<file path="src/rtl/cl16_pkg.sv">
`default_nettype none

package cl16_pkg;

    // Opcodes of the 16-bit load group
    localparam logic [7:0] OP_LD_BC_N16 = 8'h01;
    localparam logic [7:0] OP_LD_DE_N16 = 8'h11;
    localparam logic [7:0] OP_LD_HL_N16 = 8'h21;
    localparam logic [7:0] OP_LD_SP_N16 = 8'h31;
    localparam logic [7:0] OP_LD_A16_SP = 8'h08;
    localparam logic [7:0] OP_POP_BC    = 8'hC1;
    localparam logic [7:0] OP_POP_DE    = 8'hD1;
    localparam logic [7:0] OP_POP_HL    = 8'hE1;
    localparam logic [7:0] OP_POP_AF    = 8'hF1;
    localparam logic [7:0] OP_PUSH_BC   = 8'hC5;
    localparam logic [7:0] OP_PUSH_DE   = 8'hD5;
    localparam logic [7:0] OP_PUSH_HL   = 8'hE5;
    localparam logic [7:0] OP_PUSH_AF   = 8'hF5;
    localparam logic [7:0] OP_LD_HL_SPE = 8'hF8;
    localparam logic [7:0] OP_LD_SP_HL  = 8'hF9;

    // Register pair selected by opcode bits 5..4
    localparam logic [1:0] PAIR_BC = 2'd0;
    localparam logic [1:0] PAIR_DE = 2'd1;
    localparam logic [1:0] PAIR_HL = 2'd2;
    localparam logic [1:0] PAIR_AF = 2'd3;

    // POP AF clears the low nibble of F
    localparam logic [15:0] AF_POP_MASK = 16'hFFF0;

    localparam int QUEUE_DEPTH_DEF = 2;

    typedef enum logic [2:0] {
        CLS_LD_PAIR_IMM,
        CLS_LD_SP_IMM,
        CLS_ST_SP,
        CLS_POP,
        CLS_PUSH,
        CLS_LD_HL_SPE,
        CLS_LD_SP_HL,
        CLS_UNSUP
    } op_class_t;

    typedef struct packed {
        logic [7:0]  opcode;
        logic [15:0] operand_word;
        logic [15:0] pop_word;
    } in_item_t;

    typedef struct packed {
        logic        write_valid;
        logic [15:0] write_address;
        logic [7:0]  write_data;
        logic        last;
        logic        unsupported;
        logic [15:0] sp_value;
        logic [15:0] hl_value;
    } out_item_t;

    // Decoded instruction held in the queue
    typedef struct packed {
        op_class_t   cls;
        logic [1:0]  sel;
        logic [15:0] operand;
        logic [15:0] pop_word;
    } queue_entry_t;

endpackage

`default_nettype wire

</file>
<file path="src/rtl/cl16_front.sv">
`default_nettype none

module cl16_front (
    input  wire logic                  s_valid,
    output logic                       s_ready,
    input  wire cl16_pkg::in_item_t    s_payload,
    input  wire logic                  queue_full,
    output logic                       push,
    output cl16_pkg::queue_entry_t     entry
);

    // Accept whenever the queue has room
    assign s_ready = !queue_full;
    assign push    = s_valid && !queue_full;

    // Classify the opcode
    always_comb begin
        entry.sel      = s_payload.opcode[5:4];
        entry.operand  = s_payload.operand_word;
        entry.pop_word = s_payload.pop_word;
        unique case (s_payload.opcode)
            cl16_pkg::OP_LD_BC_N16,
            cl16_pkg::OP_LD_DE_N16,
            cl16_pkg::OP_LD_HL_N16: entry.cls = cl16_pkg::CLS_LD_PAIR_IMM;
            cl16_pkg::OP_LD_SP_N16: entry.cls = cl16_pkg::CLS_LD_SP_IMM;
            cl16_pkg::OP_LD_A16_SP: entry.cls = cl16_pkg::CLS_ST_SP;
            cl16_pkg::OP_POP_BC,
            cl16_pkg::OP_POP_DE,
            cl16_pkg::OP_POP_HL,
            cl16_pkg::OP_POP_AF:    entry.cls = cl16_pkg::CLS_POP;
            cl16_pkg::OP_PUSH_BC,
            cl16_pkg::OP_PUSH_DE,
            cl16_pkg::OP_PUSH_HL,
            cl16_pkg::OP_PUSH_AF:   entry.cls = cl16_pkg::CLS_PUSH;
            cl16_pkg::OP_LD_HL_SPE: entry.cls = cl16_pkg::CLS_LD_HL_SPE;
            cl16_pkg::OP_LD_SP_HL:  entry.cls = cl16_pkg::CLS_LD_SP_HL;
            default:                entry.cls = cl16_pkg::CLS_UNSUP;
        endcase
    end

endmodule

`default_nettype wire

</file>
<file path="src/rtl/cl16_queue.sv">
`default_nettype none

module cl16_queue #(
    parameter int DEPTH = cl16_pkg::QUEUE_DEPTH_DEF
) (
    input  wire logic                    aclk,
    input  wire logic                    aresetn,
    input  wire logic                    push,
    input  wire cl16_pkg::queue_entry_t  entry_in,
    output logic                         full,
    output logic                         head_valid,
    output cl16_pkg::queue_entry_t       head,
    input  wire logic                    pop
);

    localparam int PW = (DEPTH > 1) ? $clog2(DEPTH) : 1;
    localparam int CW = $clog2(DEPTH + 1);

    cl16_pkg::queue_entry_t entry_reg [DEPTH];
    logic [PW-1:0] wr_ptr_reg, rd_ptr_reg;
    logic [CW-1:0] count_reg;

    assign full       = (count_reg == CW'(DEPTH));
    assign head_valid = (count_reg != '0);
    assign head       = entry_reg[rd_ptr_reg];

    // Storage, no reset needed
    always_ff @(posedge aclk) begin
        if (push) begin
            entry_reg[wr_ptr_reg] <= entry_in;
        end
    end

    // Pointers and fill count
    always_ff @(posedge aclk) begin
        if (!aresetn) begin
            wr_ptr_reg <= '0;
            rd_ptr_reg <= '0;
            count_reg  <= '0;
        end else begin
            if (push) begin
                wr_ptr_reg <= (wr_ptr_reg == PW'(DEPTH - 1)) ? '0 : wr_ptr_reg + 1'b1;
            end
            if (pop) begin
                rd_ptr_reg <= (rd_ptr_reg == PW'(DEPTH - 1)) ? '0 : rd_ptr_reg + 1'b1;
            end
            if (push && !pop) begin
                count_reg <= count_reg + 1'b1;
            end else if (pop && !push) begin
                count_reg <= count_reg - 1'b1;
            end
        end
    end

endmodule

`default_nettype wire

</file>
<file path="src/rtl/cl16_back.sv">
`default_nettype none

module cl16_back (
    input  wire logic                    aclk,
    input  wire logic                    aresetn,
    input  wire logic                    head_valid,
    input  wire cl16_pkg::queue_entry_t  head,
    output logic                         pop,
    output logic                         m_valid,
    input  wire logic                    m_ready,
    output cl16_pkg::out_item_t          m_payload
);

    typedef enum logic {
        PH_FIRST,
        PH_SECOND
    } phase_t;

    phase_t              phase_reg;
    logic                m_valid_reg;
    cl16_pkg::out_item_t m_payload_reg;
    logic [15:0]         sp_reg, sp_next;
    logic [15:0]         pair_reg [4];
    logic [15:0]         pair_next [4];
    logic [15:0]         hold_addr_reg, hold_addr_next;
    logic [7:0]          hold_data_reg, hold_data_next;

    logic                issue;
    logic                two_beat;
    logic [15:0]         pair_sel;
    logic [7:0]          e8;
    logic [4:0]          half_sum;
    logic [8:0]          byte_sum;
    cl16_pkg::out_item_t beat_first, beat_second;

    assign m_valid   = m_valid_reg;
    assign m_payload = m_payload_reg;

    // Issue when the output register is empty or draining this cycle
    assign issue    = head_valid && (!m_valid_reg || m_ready);
    assign two_beat = (head.cls == cl16_pkg::CLS_PUSH) || (head.cls == cl16_pkg::CLS_ST_SP);
    assign pop      = issue && ((phase_reg == PH_SECOND) || !two_beat);

    assign pair_sel = pair_reg[head.sel];
    assign e8       = head.operand[7:0];
    assign half_sum = {1'b0, sp_reg[3:0]} + {1'b0, e8[3:0]};
    assign byte_sum = {1'b0, sp_reg[7:0]} + {1'b0, e8};

    // Execute the head instruction
    always_comb begin
        sp_next        = sp_reg;
        pair_next      = pair_reg;
        hold_addr_next = hold_addr_reg;
        hold_data_next = hold_data_reg;
        beat_first     = '0;
        beat_first.last = 1'b1;
        unique case (head.cls)
            cl16_pkg::CLS_LD_PAIR_IMM: begin
                pair_next[head.sel] = head.operand;
            end
            cl16_pkg::CLS_LD_SP_IMM: begin
                sp_next = head.operand;
            end
            cl16_pkg::CLS_ST_SP: begin
                beat_first.write_valid   = 1'b1;
                beat_first.write_address = head.operand;
                beat_first.write_data    = sp_reg[7:0];
                beat_first.last          = 1'b0;
                hold_addr_next           = head.operand + 16'd1;
                hold_data_next           = sp_reg[15:8];
            end
            cl16_pkg::CLS_POP: begin
                pair_next[head.sel] = (head.sel == cl16_pkg::PAIR_AF)
                                    ? (head.pop_word & cl16_pkg::AF_POP_MASK)
                                    : head.pop_word;
                sp_next = sp_reg + 16'd2;
            end
            cl16_pkg::CLS_PUSH: begin
                beat_first.write_valid   = 1'b1;
                beat_first.write_address = sp_reg - 16'd1;
                beat_first.write_data    = pair_sel[15:8];
                beat_first.last          = 1'b0;
                hold_addr_next           = sp_reg - 16'd2;
                hold_data_next           = pair_sel[7:0];
                sp_next                  = sp_reg - 16'd2;
            end
            cl16_pkg::CLS_LD_HL_SPE: begin
                // Signed offset; H and C from the unsigned low-byte add
                pair_next[cl16_pkg::PAIR_HL] = sp_reg + {{8{e8[7]}}, e8};
                pair_next[cl16_pkg::PAIR_AF] = {pair_reg[cl16_pkg::PAIR_AF][15:8],
                                                2'b00, half_sum[4], byte_sum[8], 4'b0000};
            end
            cl16_pkg::CLS_LD_SP_HL: begin
                sp_next = pair_reg[cl16_pkg::PAIR_HL];
            end
            default: begin
                beat_first.unsupported = 1'b1;
            end
        endcase
        beat_first.sp_value = sp_next;
        beat_first.hl_value = pair_next[cl16_pkg::PAIR_HL];
    end

    // Second write beat: state already holds the final values
    always_comb begin
        beat_second               = '0;
        beat_second.write_valid   = 1'b1;
        beat_second.write_address = hold_addr_reg;
        beat_second.write_data    = hold_data_reg;
        beat_second.last          = 1'b1;
        beat_second.sp_value      = sp_reg;
        beat_second.hl_value      = pair_reg[cl16_pkg::PAIR_HL];
    end

    // Phase, architectural state and output register
    always_ff @(posedge aclk) begin
        if (!aresetn) begin
            phase_reg   <= PH_FIRST;
            m_valid_reg <= 1'b0;
            sp_reg      <= '0;
            pair_reg    <= '{default: '0};
        end else begin
            if (issue) begin
                m_valid_reg <= 1'b1;
                if (phase_reg == PH_SECOND) begin
                    m_payload_reg <= beat_second;
                    phase_reg     <= PH_FIRST;
                end else begin
                    m_payload_reg <= beat_first;
                    sp_reg        <= sp_next;
                    pair_reg      <= pair_next;
                    hold_addr_reg <= hold_addr_next;
                    hold_data_reg <= hold_data_next;
                    phase_reg     <= two_beat ? PH_SECOND : PH_FIRST;
                end
            end else if (m_valid_reg && m_ready) begin
                m_valid_reg <= 1'b0;
            end
        end
    end

endmodule

`default_nettype wire

</file>
<file path="src/rtl/cpu_16bit_load_unit.sv">
// 16-bit load group of an 8-bit CPU: LD rr,n16, LD SP,n16, LD (a16),SP,
// POP rr, PUSH rr, LD HL,SP+e8 and LD SP,HL, with BC, DE, HL, AF and SP held
// inside. Each s_ beat carries an opcode, the immediate word and the word read
// at SP; each m_ beat is one result. PUSH and LD (a16),SP give two byte-write
// beats (last on the second), every other opcode one beat; an unknown opcode
// gives one beat flagged unsupported and changes nothing.
// The accepting edge writes the decoded instruction into the queue; execute
// then moves it into the output register once that register is empty or
// draining. Single-beat opcodes go at one instruction per cycle while the
// receiver does not stall; PUSH and LD (a16),SP take two output beats, since
// the output register carries a single write byte per beat. The queue between
// decode and execute holds QUEUE_DEPTH instructions, so s_ready stays high
// while the receiver stalls until the queue fills. Reset (aresetn low at a
// clock edge) clears all register pairs, SP, the queue and the output valid.
`default_nettype none

module cpu_16bit_load_unit #(
    parameter int QUEUE_DEPTH = cl16_pkg::QUEUE_DEPTH_DEF
) (
    input  wire logic                 aclk,
    input  wire logic                 aresetn,
    input  wire logic                 s_valid,
    output logic                      s_ready,
    input  wire cl16_pkg::in_item_t   s_payload,
    output logic                      m_valid,
    input  wire logic                 m_ready,
    output cl16_pkg::out_item_t       m_payload
);

    logic                   queue_full;
    logic                   push;
    logic                   pop;
    logic                   head_valid;
    cl16_pkg::queue_entry_t entry;
    cl16_pkg::queue_entry_t head;

    cl16_front u_front (
        .s_valid    (s_valid),
        .s_ready    (s_ready),
        .s_payload  (s_payload),
        .queue_full (queue_full),
        .push       (push),
        .entry      (entry)
    );

    cl16_queue #(
        .DEPTH (QUEUE_DEPTH)
    ) u_queue (
        .aclk       (aclk),
        .aresetn    (aresetn),
        .push       (push),
        .entry_in   (entry),
        .full       (queue_full),
        .head_valid (head_valid),
        .head       (head),
        .pop        (pop)
    );

    cl16_back u_back (
        .aclk       (aclk),
        .aresetn    (aresetn),
        .head_valid (head_valid),
        .head       (head),
        .pop        (pop),
        .m_valid    (m_valid),
        .m_ready    (m_ready),
        .m_payload  (m_payload)
    );

endmodule

`default_nettype wire

</file>
<file path="config.mk">
export PLATFORM = sky130hd
export DESIGN_NAME = cpu_16bit_load_unit
export DESIGN_NICKNAME = d
export VERILOG_FILES = /design/src/rtl/cl16_pkg.sv /design/src/rtl/cl16_front.sv /design/src/rtl/cl16_queue.sv /design/src/rtl/cl16_back.sv /design/src/rtl/cpu_16bit_load_unit.sv
export SDC_FILE = /design/constraint.sdc
export NUM_CORES = 1
export LEC_CHECK = 0
export BUFFER_PORTS_ARGS = -buffer_cell sky130_fd_sc_hd__buf_2
export CORE_MARGIN = 1
export CORE_UTILIZATION = 44
export CTS_BUF_LIST = sky130_fd_sc_hd__clkbuf_8
export CTS_CLUSTER_DIAMETER = 50
export DETAILED_ROUTE_END_ITERATION = 6
export GPL_TIMING_DRIVEN = 0
export SLEW_MARGIN = 20
export SYNTH_ARGS = -nofsm -noshare
export SYNTH_HDL_FRONTEND = slang
export SYNTH_SLANG_ARGS = --single-unit
</file>
<file path="constraint.sdc">
create_clock -name aclk -period 20.9 [get_ports aclk]
set_clock_uncertainty 0.1 [all_clocks]
set_input_delay 4.18 -clock aclk [delete_from_list [all_inputs] [get_ports aclk]]
set_output_delay 4.18 -clock aclk [all_outputs]
set_load 0.01 [all_outputs]
</file>
After elaboration in Yosys (flattened, before gate mapping)
Memory sizes are Yosys's and may differ from the RTL's. A register that Yosys moved wholly into a read port is not among the register bits.
Cells that the tools add are included.
{ "totals": {"ff_bits": 169, "ram_bits": 74, "inputBits": 44, "out_inout_bits": 61, "word_cells": 121, "n_memories": 1} }
{ "op_classes": {"n_addsub": 11, "order_cmp": 2, "eq_ne": 23, "n_mux": 29, "bitwise_logic": 3, "n_reduce_logical": 32} }
{ "memory_table": {"columns": ["memory", "words", "width", "rd", "rd_ports_with_merged_regs", "wr", "line_no", "source"], "rows": [
  ["u_queue.entry_reg", 2, 37, 1, 1, 1, "cl16_queue.sv:19", "cl16_pkg::queue_entry_t entry_reg [DEPTH];"]
]} }
{ "ops": {"columns": ["op", "n"], "rows": [
  ["$bwmux 64", 2],
  ["$pmux 32 s3", 1],
  ["$eq 8x8->1 const B", 10],
  ["$pmux 16 s4", 1],
  ["$pmux 32 s2", 1],
  ["$mux 58", 1],
  ["$pmux 26 s2", 1],
  ["$mux 16", 3],
  ["$bmux 16 s2", 1],
  ["$demux 16 s2", 1],
  ["$pmux 16 s2", 1],
  ["$pmux 3 s7", 1],
  ["$add 16x1->16 const B", 1],
  ["$add 16x16->16", 1],
  ["$add 16x2->16 const B", 1],
  ["$eq 8x6->1 const B", 2],
  ["$pmux 8 s2", 1],
  ["$sub 16x1->16 const B", 1],
  ["$sub 16x2->16 const B", 1],
  ["$mux 1", 11],
  ["$reduce_bool 2->1", 5],
  ["$add 8x8->9", 1],
  ["$eq 3x3->1 const B", 3],
  ["$eq 8x1->1 const B", 1],
  ["26 further kinds", 47]
]} }

Longest topological paths before layout
Gate-level depths: netlist of the first run.
{ "logic_depth": {"ltp_word": 8, "mapped_depth": 13, "ltp_nobuf": 10} }

By module
A second synthesis of the first run with hierarchy kept.
{ "hier_totals": {"hier_cells": 1367, "area_unflattened_um2": 13683.1} }
{ "modules_own_cells": {"columns": ["module", "instances", "cells_per_inst", "area_per_inst_um2", "seq_area_each_um2"], "rows": [
  ["cl16_back", 1, 1177, 10402.5, 4134.0],
  ["cl16_queue", 1, 137, 2899.0, 2322.2],
  ["cl16_front", 1, 53, 381.6, 0.0]
]} }

Least setup slack after synthesis of the first run
OpenSTA, ideal clock, no wires.
{ "synth_path": {"path_kind": "input to register", "startpoint": "input aresetn", "endpoint": "register u_back.hold_addr_reg[0] (enable)", "setup_time_ns": 0.383, "arrival_ns": 9.676, "required_time_ns": 20.417, "slack_ns": 10.741, "cell_stages": 4, "path_buffers": 1, "path_cell_list": "clkbuf_1 clkinv_1 nor3_1 and2_1"} }
{ "synth_via": {"elab_chain_cells": 1} }
{ "synth_lines": {"columns": ["item", "line_no", "source"], "rows": [
  ["from (decl)", "cpu_16bit_load_unit.sv:21", "input wire logic aresetn,"],
  ["$reduce_and 4->1 (no source line)", null, null],
  ["to (signal assigned)", "cl16_back.sv:132", "hold_addr_reg <= hold_addr_next;"],
  ["to (decl)", "cl16_back.sv:25", "logic [15:0] hold_addr_reg, hold_addr_next;"]
]} }
No other way between the ends.
A chain may end at the register's enable or synchronous reset.

Worst setup path in the final report of the first run
{ "layout_path": {"startpoint": "input aresetn", "endpoint": "register u_back.m_payload_reg (netlist bit u_back.m_payload[7]) (enable)"} }
{ "layout_via": {"elab_chain_cells": 1} }
{ "layout_lines": {"columns": ["item", "line_no", "source"], "rows": [
  ["$reduce_and 2->1 (no source line)", null, null],
  ["to (signal assigned)", "cl16_back.sv:126", "m_payload_reg <= beat_second;"],
  ["to (signal assigned)", "cl16_back.sv:129", "m_payload_reg <= beat_first;"],
  ["to (decl)", "cl16_back.sv:21", "cl16_pkg::out_item_t m_payload_reg;"]
]} }
No other way between the ends.

==> results.cfg, run 1 <==
[outcome]
outcome = completed

[drt]
routed-via-count = 12250
first_iter_violations = 1253
routed_wirelength_um = 53030
wl_per_cell_um = 27.07
viasPerCell = 6.252
ant_nets = 0
firstDrtPassIters = 6
drc_errors = 0

[synthesis]
synth_ff_type = edfxtp_1
synthesis.instances = 1374
syn-num-nets = 1440
ys_seq_area_share_pct = 47.66
synth-async-reset-ratio_pct = 0
synth_edf_count = 157
syn_area_per_cell_um2 = 9.859
syn_area_um2 = 13550
synth-seq-cells = 244
ys_warn_count = 0
synth_cell_types = 90

[cts]
cts-resized-gates = 0
root_buffer = clkbuf_8
tritoncts = done
clkSlewWorstSetupHoldPaths_ps = 60
clk_latency_ps = 580
cts_htree_levels = 2
cts.sinks = 244
cts_setup_buffers = 0
clockBufferDepth = 3
hold_buffers = 0
cts_made_buffers = 46

[sta]
period_minus_slack_ps = 6759
fmax_mhz = 147.9
post-route-period-util_pct = 32.34
hold_viol_final = 0
final_max_slew_viol_count = 0
relSlewSlack_pct = 15.42
setup-tns-final_ps = 0
tightest_slew_ps = 1233
setup_violations = 0
rsz0062_at_grt = no

[worst_setup_path]
worstPathArrival_ps = 6910
cp_max_fo = 12
end_kind = register
slowest_delay_ps = 710
start_kind = primary input
timing.critical_path.mode_cell = buf_4
r2r_cells = 11
cp_slowest_cell = nor3_2
cp_data_required_time_ps = 21050
cp_cell_sequence = clkbuf_1 -> clkinv_1 -> nor3_2 -> buf_4 -> buf_4 -> buf_4 -> buf_4 -> buf_4
critical_path_class = primary input to register

[power]
pwr-share-comb_pct = 45.6
vdd_drop_max_mv = 0.08104
p_sw_uw = 906.7
power_switching_share_pct = 44.15
clkPwrFrac_pct = 21.3
internal-power_uw = 1147
leakagePower_uw = 0.005696
seq_power_share_pct = 33.1
powerDensity_nw_per_um2 = 132.4

[finish]
largest_register_ffs = 74
layout.nets = 1598
regArea_um2 = 6456
multi_input_area_um2 = 6480
fill_cells = 2888
diodes = 0
layoutNonFillerInstCount = 1959
area_delta_synth_final_pct = 14.53
drive_gt1_share_pct = 19.12

[place]
place.gp.congestion = 0.9980
dp_hpwl_um = 40370
placedCellCount = 1874
numPortBuffers = 103

[global_route]
grt_pass1_vias = 11490
grt_pass1_wl_um = 76150
grt_max_degree = 25
grt_use_total_pct = 33.75
grt-ovfl-total = 0
antenna_found_initial = 1

[floorplan]
initial_core_util_pct = 45.23
core_area_um2 = 29950
rows = 63
dieWidth_um = 177.5
ios = 105
dieArea_um2 = 31490
die_height_um = 177.5

[worst_hold_path]
hold_path.class = register to register
min_path_cells = 2

[flow_run]
drv_cap = 0
placed cells by master (no fill, tap or decap), drive strengths merged, types with 6 or more instances in the layout:
master	count
buf	165
mux2i	31
o22ai	14
or2	8
inv	44
a31oi	27
nor3	33
nor2b	7
a21oi	113
and3	13
o21ai	119
nor2	104
a22oi	33
o221a	7
a221oi	8
clkbuf	93
o211ai	8
ha	21
nor4	8
o22a	8
a211oi	20
nand4	15
a21o	10
mux4	8
nand2b	9
clkinv	14
edfxtp	157
nand2	141
a22o	7
clkinvlp	6
or3	13
mux2	21
nand3	43
xor2	24
xnor2	29
o221ai	6
and2	18
dfxtp	87
o21a	7
power groups by stage:
stage | clock network [uW] | logic, uW | registers, uW
CTS | 444 | 913 | 676
global route | 465 | 988 | 683
finish | 438 | 936 | 680
global placement | 0 | 895 | 693
floorplan | 0 | 576 | 673
detailed placement | 0 | 909 | 685
logic make-up (layout without fill, tap and decap cells):
logic type	after synthesis	count (layout)	synth area share [%]
adder cells (fa/ha/maj)	22	22	2.087
buffers and inverters	128	323	4.618
AND/OR/NAND/NOR	432	432	15.77
multiplexers	60	60	5.717
XOR/XNOR	53	53	3.427
AO/OA/AOI/OAI	435	435	20.73
flip-flops	244	244	47.66
cells in the mapped netlist, types with 28 or more instances:
cell type  instances  area share [%]
a21oi_1          113             4.2
o21ai_0          112             4.1
dfxtp_1           87              13
buf_2             31             1.1
nand2_1          139             3.9
nand3_1           42             1.6
clkbuf_1          46             1.3
mux2i_1           28             2.1
xnor2_1           29             1.9
nor2_1           101             2.8
a22oi_1           33             1.8
edfxtp_1         157              35
worst paths after layout:
| kind | from | to | slack (ps) |
|---|---|---|---|
| worst min-delay path | u_back.pair_reg[47] | u_back.pair_reg[47] | 350 |
| worst max register to register | register | u_back.m_payload[11] | 16100 |
| worst min register to register | u_back.pair_reg[47] | u_back.pair_reg[47] | 350 |
| worst max-delay path | aresetn | u_back.m_payload[7] | 14140 |
metrics by stage:
step           util, %  setup slack, ps  power (uW)  hold WS, ps  area (um^2)
2_1_floorplan        -            10740        1250        329.0        13550
3_3_place_gp     48.58             8517        1587        338.0        14550
3_5_place_dp     48.93            13560        1594        347.0        14660
4_1_cts          51.79            14130        2032        355.3        15510
5_1_grt          51.80            13950        2135        371.3        15510
6_report         51.80            14140        2054        352.8        15510
metal layers:
layer / share of wire (%) / wire length, um / vias to the layer above / global-route usage [%]
li1: - / - / 5495 / -
met1: 40 / 21400 / 5922 / 43.02
met2: 46 / 24130 / 672 / 53.52
met3: 8.4 / 4452 / 156 / 6.877
met4: 5.7 / 3029 / 2 / 18.59
met5: 0.021 / 11 / - / 0
area by class of cell:
cell class	instances	share of cell area, %
buffer	101	3.379
timing repair buffer	110	3.919
multi-input combinational	1002	41.77
clock buffer	47	4.169
sequential	244	41.61
clock inverter	38	1.355
tap	390	3.145
inverter	27	0.6532
worst max-delay path, delay by kind of cell:
| family | cells | cell delay, ps |
|---|---|---|
| buffers and inverters | 7 | 2000 |
| and+or+nand+nor | 1 | 710 |
(Power assumes the default switching activity.)
==> inputs of run 2 (changes only) <==
==> constraint.sdc (replaced) <==
create_clock -name aclk -period 7 [get_ports aclk]
set_clock_uncertainty 0.1 [all_clocks]
set_input_delay 1.4 -clock aclk [delete_from_list [all_inputs] [get_ports aclk]]
set_output_delay 1.4 -clock aclk [all_outputs]
set_load 0.01 [all_outputs]
==> results.cfg, run 2 (synthesis gave the netlist of run 1 again) <==
[power]
vdd_drop_max_mv = 0.2182
seq_power_share_pct = 32.8
clkPwrFrac_pct = 22.3
p_sw_uw = 2683
leakagePower_uw = 0.005719
powerDensity_nw_per_um2 = 398.3
internal-power_uw = 3516
pwr-share-comb_pct = 44.9
power_switching_share_pct = 43.28

[worst_setup_path]
slowest_delay_ps = 960
cp_cell_sequence = buf_6 -> buf_6 -> mux2i_1 -> inv_1 -> ha_1 -> clkbuf_1 -> nand4_1 -> a211oi_1 -> o21ai_0 -> a31oi_1 -> a21oi_1
r2r_end = u_back.m_payload[11]
worst-path-stages = 11
endpoint = u_back.m_payload[11]
r2r_setup_slack_ps = 2130
cp_slowest_cell = mux2i_1
cp_data_required_time_ps = 7180
cp_max_fo = 10
worstPathArrival_ps = 5060
timing.critical_path.mode_cell = buf_6
end_kind = register
crit_family = compound AO/OA/AOI/OAI gates
start_kind = register
critical_path_class = register to register
r2r_cells = 11
timing.critical_path.buf_inv = 4

[global_route]
antenna_found_initial = 1
grt-ovfl-total = 0
grt_use_total_pct = 33.53
grt_pass1_wl_um = 75980
grt_max_degree = 26
grt_pass1_vias = 11510

[finish]
diodes = 0
drive_gt1_share_pct = 19.09
layoutNonFillerInstCount = 1956
layout.nets = 1596
regArea_um2 = 6456
largest_register_ffs = 74
fill_cells = 2854
multi_input_area_um2 = 6486
layout_commonest_cell = edfxtp_1
layout.cells.most_common_list = edfxtp_1 (157), nand2_1 (139), buf_2 (134)
area_delta_synth_final_pct = 14.90

[cts]
cts_made_buffers = 45
tritoncts = done
cts-resized-gates = 0
root_buffer = clkbuf_8
hold_buffers = 0
clockBufferDepth = 3
clk_latency_ps = 580
cts_htree_levels = 2
cts_setup_buffers = 0
cts.sinks = 244
clkSlewWorstSetupHoldPaths_ps = 60

[outcome]
outcome = completed

[drt]
wl_per_cell_um = 26.97
routed_wirelength_um = 52750
drc_errors = 0
firstDrtPassIters = 5
routed-via-count = 12210
viasPerCell = 6.243
ant_nets = 0
first_iter_violations = 1283

[worst_hold_path]
hold_path.class = register to register

[floorplan]
dieArea_um2 = 31490
initial_core_util_pct = 45.23
dieWidth_um = 177.5
rows = 63
core_area_um2 = 29950
ios = 105
die_height_um = 177.5

[sta]
hold_viol_final = 0
relSlewSlack_pct = 20.04
final_max_slew_viol_count = 0
tightest_slew_ps = 1166
period_minus_slack_ps = 4873
setup_violations = 0
holdWs_ps = 350.8
post-route-period-util_pct = 69.62
fmax_mhz = 205.2
rsz0062_at_grt = no

[place]
numPortBuffers = 103
dp_hpwl_um = 40100
place.gp.congestion = 0.9901
placedCellCount = 1873

[flow_run]
drv_cap = 0
[run 2: power groups by stage]
stage | clock (uW) | sequential, uW | combinational, uW
after global placement | 0 | 2060 | 2650
after CTS | 1400 | 2020 | 2720
after detailed placement | 0 | 2050 | 2710
final | 1380 | 2030 | 2790
after global routing | 1460 | 2040 | 2950
after floorplan | 0 | 2000 | 1720
[run 2: how the worst min path moves through the flow]
stage | start | endpoint | cells after the start
5_1_grt | u_back.pair_reg[15] | u_back.pair_reg[15] | 2
3_3_place_gp | u_back.pair_reg[10] | u_back.pair_reg[10] | 2
3_5_place_dp | u_back.pair_reg[10] | u_back.pair_reg[10] | 2
2_1_floorplan | u_back.pair_reg[10] | u_back.pair_reg[10] | 2
4_1_cts | u_back.pair_reg[10] | u_back.pair_reg[10] | 2
6_report | u_back.pair_reg[10] | u_back.pair_reg[10] | 2
[run 2: per-layer routing]
| layer | track usage, % | part of all wire [%] |
|---|---|---|
| met5 | 0 | 0 |
| met4 | 17.81 | 5.7 |
| met3 | 5.506 | 8.1 |
| met2 | 53.55 | 45 |
| met1 | 43.48 | 41 |
[run 2: tightest hold or removal path: stages, from the launching register on]
cell,delay (ps)
dfxtp_1,310
nand2_1,50
a21oi_1,50
[run 2: stage by stage]
step           utilization (%)  setup TNS [ps]  area, um^2  setup WS [ps]  total power [uW]
6_report                 51.96               0       15560           2127              6199
5_1_grt                  51.96               0       15560           1984              6450
4_1_cts                  51.96               0       15560           2270              6139
3_5_place_dp             48.94               0       14660           2310              4758
3_3_place_gp             48.59           -2892       14560         -123.4              4715
2_1_floorplan                -               0       13550           1472              3726
[run 2: area by class of cell]
type	instances	area share, %
multi-input cells	1002	41.67
flip-flops and latches	244	41.48
clock buffers	49	4.333
repair buffers	109	3.883
plain buffers	101	3.368
well taps	390	3.135
clock inverters	34	1.479
inverters	27	0.6511
==> inputs of run 3 (changes only) <==
==> constraint.sdc (replaced) <==
create_clock -name aclk -period 4.3 [get_ports aclk]
set_clock_uncertainty 0.1 [all_clocks]
set_input_delay 0.86 -clock aclk [delete_from_list [all_inputs] [get_ports aclk]]
set_output_delay 0.86 -clock aclk [all_outputs]
set_load 0.01 [all_outputs]
==> results.cfg, run 3 (synthesis gave the netlist of run 1 again) <==
[outcome]
outcome = completed

[finish]
layout_commonest_cell = edfxtp_1
drive_gt1_share_pct = 19.42
layout.nets = 1596
fin_area_um2 = 15560
layout.cells.most_common_list = edfxtp_1 (157), nand2_1 (139), buf_2 (134)
largest_register_ffs = 74
diodes = 0
area_delta_synth_final_pct = 14.85
layoutNonFillerInstCount = 1955
fin_util_pct = 51.94

[sta]
rsz0062_at_grt = no
post-route-period-util_pct = 96.85
hold_viol_final = 0
final_max_slew_viol_count = 0
fmax_mhz = 240.1
setup-tns-final_ps = 0
setup_ws_ps = 135.5
relSlewSlack_pct = 19.05
tightest_slew_ps = 1181
setup_violations = 0
period_minus_slack_ps = 4164

[cts]
cts_made_buffers = 44
cts_htree_levels = 2
clockBufferDepth = 3
clk_latency_ps = 570
tritoncts = done
hold_buffers = 0
cts.sinks = 244
root_buffer = clkbuf_8
clkSlewWorstSetupHoldPaths_ps = 60

[power]
powerDensity_nw_per_um2 = 643.1
clkPwrFrac_pct = 21.3
internal-power_uw = 5645
seq_power_share_pct = 32.9
vdd_drop_max_mv = 0.3237
pwr-share-comb_pct = 45.7
leakagePower_uw = 0.005710
p_sw_uw = 4360
power_switching_share_pct = 43.58

[place]
pre_cts_slack_ps = -121.9
dp_hpwl_um = 39790
place.gp.congestion = 0.9937
placedCellCount = 1873
dpl_cell_area_um2 = 14660
numPortBuffers = 103

[global_route]
grt_use_total_pct = 33.36
grt_pass1_vias = 11410
grt-ovfl-total = 0
grt_pass1_wl_um = 75640
antenna_found_initial = 0
grt_max_degree = 26

[worst_setup_path]
endpoint = u_back.m_payload[13]
worstPathArrival_ps = 4350
r2r_setup_slack_ps = 140
r2r_cells = 13
r2r_end = u_back.m_payload[13]
end_kind = register
start_kind = register
cp_max_fo = 10
cp_data_required_time_ps = 4490
critical_path_class = register to register

[floorplan]
dieArea_um2 = 31490
rows = 63
ios = 105
core_area_um2 = 29950
initial_core_util_pct = 45.23
die_height_um = 177.5
dieWidth_um = 177.5

[drt]
routed_wirelength_um = 52370
drc_errors = 0
viasPerCell = 6.264
first_iter_violations = 1316
routed-via-count = 12250
firstDrtPassIters = 5
ant_nets = 0
wl_per_cell_um = 26.79

[flow_run]
drv_cap = 0

[worst_hold_path]
hold_path.class = register to register
hold_start = u_back.pair_reg[10]
run 3: metrics by stage:
stage | hold slack [ps] | power (uW)
5_1_grt | 363.2 | 10400
2_1_floorplan | 329.0 | 6065
3_5_place_dp | 344.7 | 7732
3_3_place_gp | 337.6 | 7680
4_1_cts | 353.5 | 9897
6_report | 352.2 | 10010
run 3: worst max-delay path, cell delays in order, from the launching register on:
cell       delay, ps
dfxtp_1          320
buf_6            170
buf_12           170
buf_6            160
buf_4            230
mux2i_2          500
inv_1            280
ha_1             340
a21o_1           160
nand4_1          260
a2111o_1         500
and4_1           200
o21ai_0          300
a2bb2oi_1        150
run 3: layer usage:
layer	GRT usage, %	share of wire (%)	vias up
met2	52.80	45	708
met1	43.66	40	5877
met3	5.377	8.8	170
met5	0	0	-
li1	-	-	5492
met4	17.98	5.9	0
run 3: final cells by class:
cell class / instances / area (um^2)
flip-flops and latches: 244 / 6456
multi-input cells: 1002 / 6529
repair buffers: 110 / 611.8
well taps: 390 / 488.0
inverters: 27 / 101.3
clock inverters: 34 / 201.4
plain buffers: 101 / 524.3
fillers: 2836 / 14400
clock buffers: 47 / 646.9
run 3: power by group through the flow:
stage | Sequential (uW) | Combinational (uW) | Clock, uW
floorplan | 3260 | 2810 | 0
global placement | 3330 | 4350 | 0
detailed placement | 3320 | 4410 | 0
CTS | 3270 | 4440 | 2180
global route | 3310 | 4820 | 2270
finish | 3300 | 4570 | 2140
run 3: timing repair:
item                       4_1_cts  5_1_grt
setup endpoints to repair        5        5
gates resized for setup          2        5
setup buffers                    1        0
run 3: worst min-delay path by stage:
stage	end	slack, ps	cells past startpoint
after floorplan	u_back.pair_reg[10]	330	2
after detailed placement	u_back.pair_reg[10]	340	2
after global routing	u_queue.entry_reg[1][17]	360	1
final	u_back.pair_reg[10]	350	2
after CTS	u_back.pair_reg[10]	350	2
after global placement	u_back.pair_reg[10]	340	2
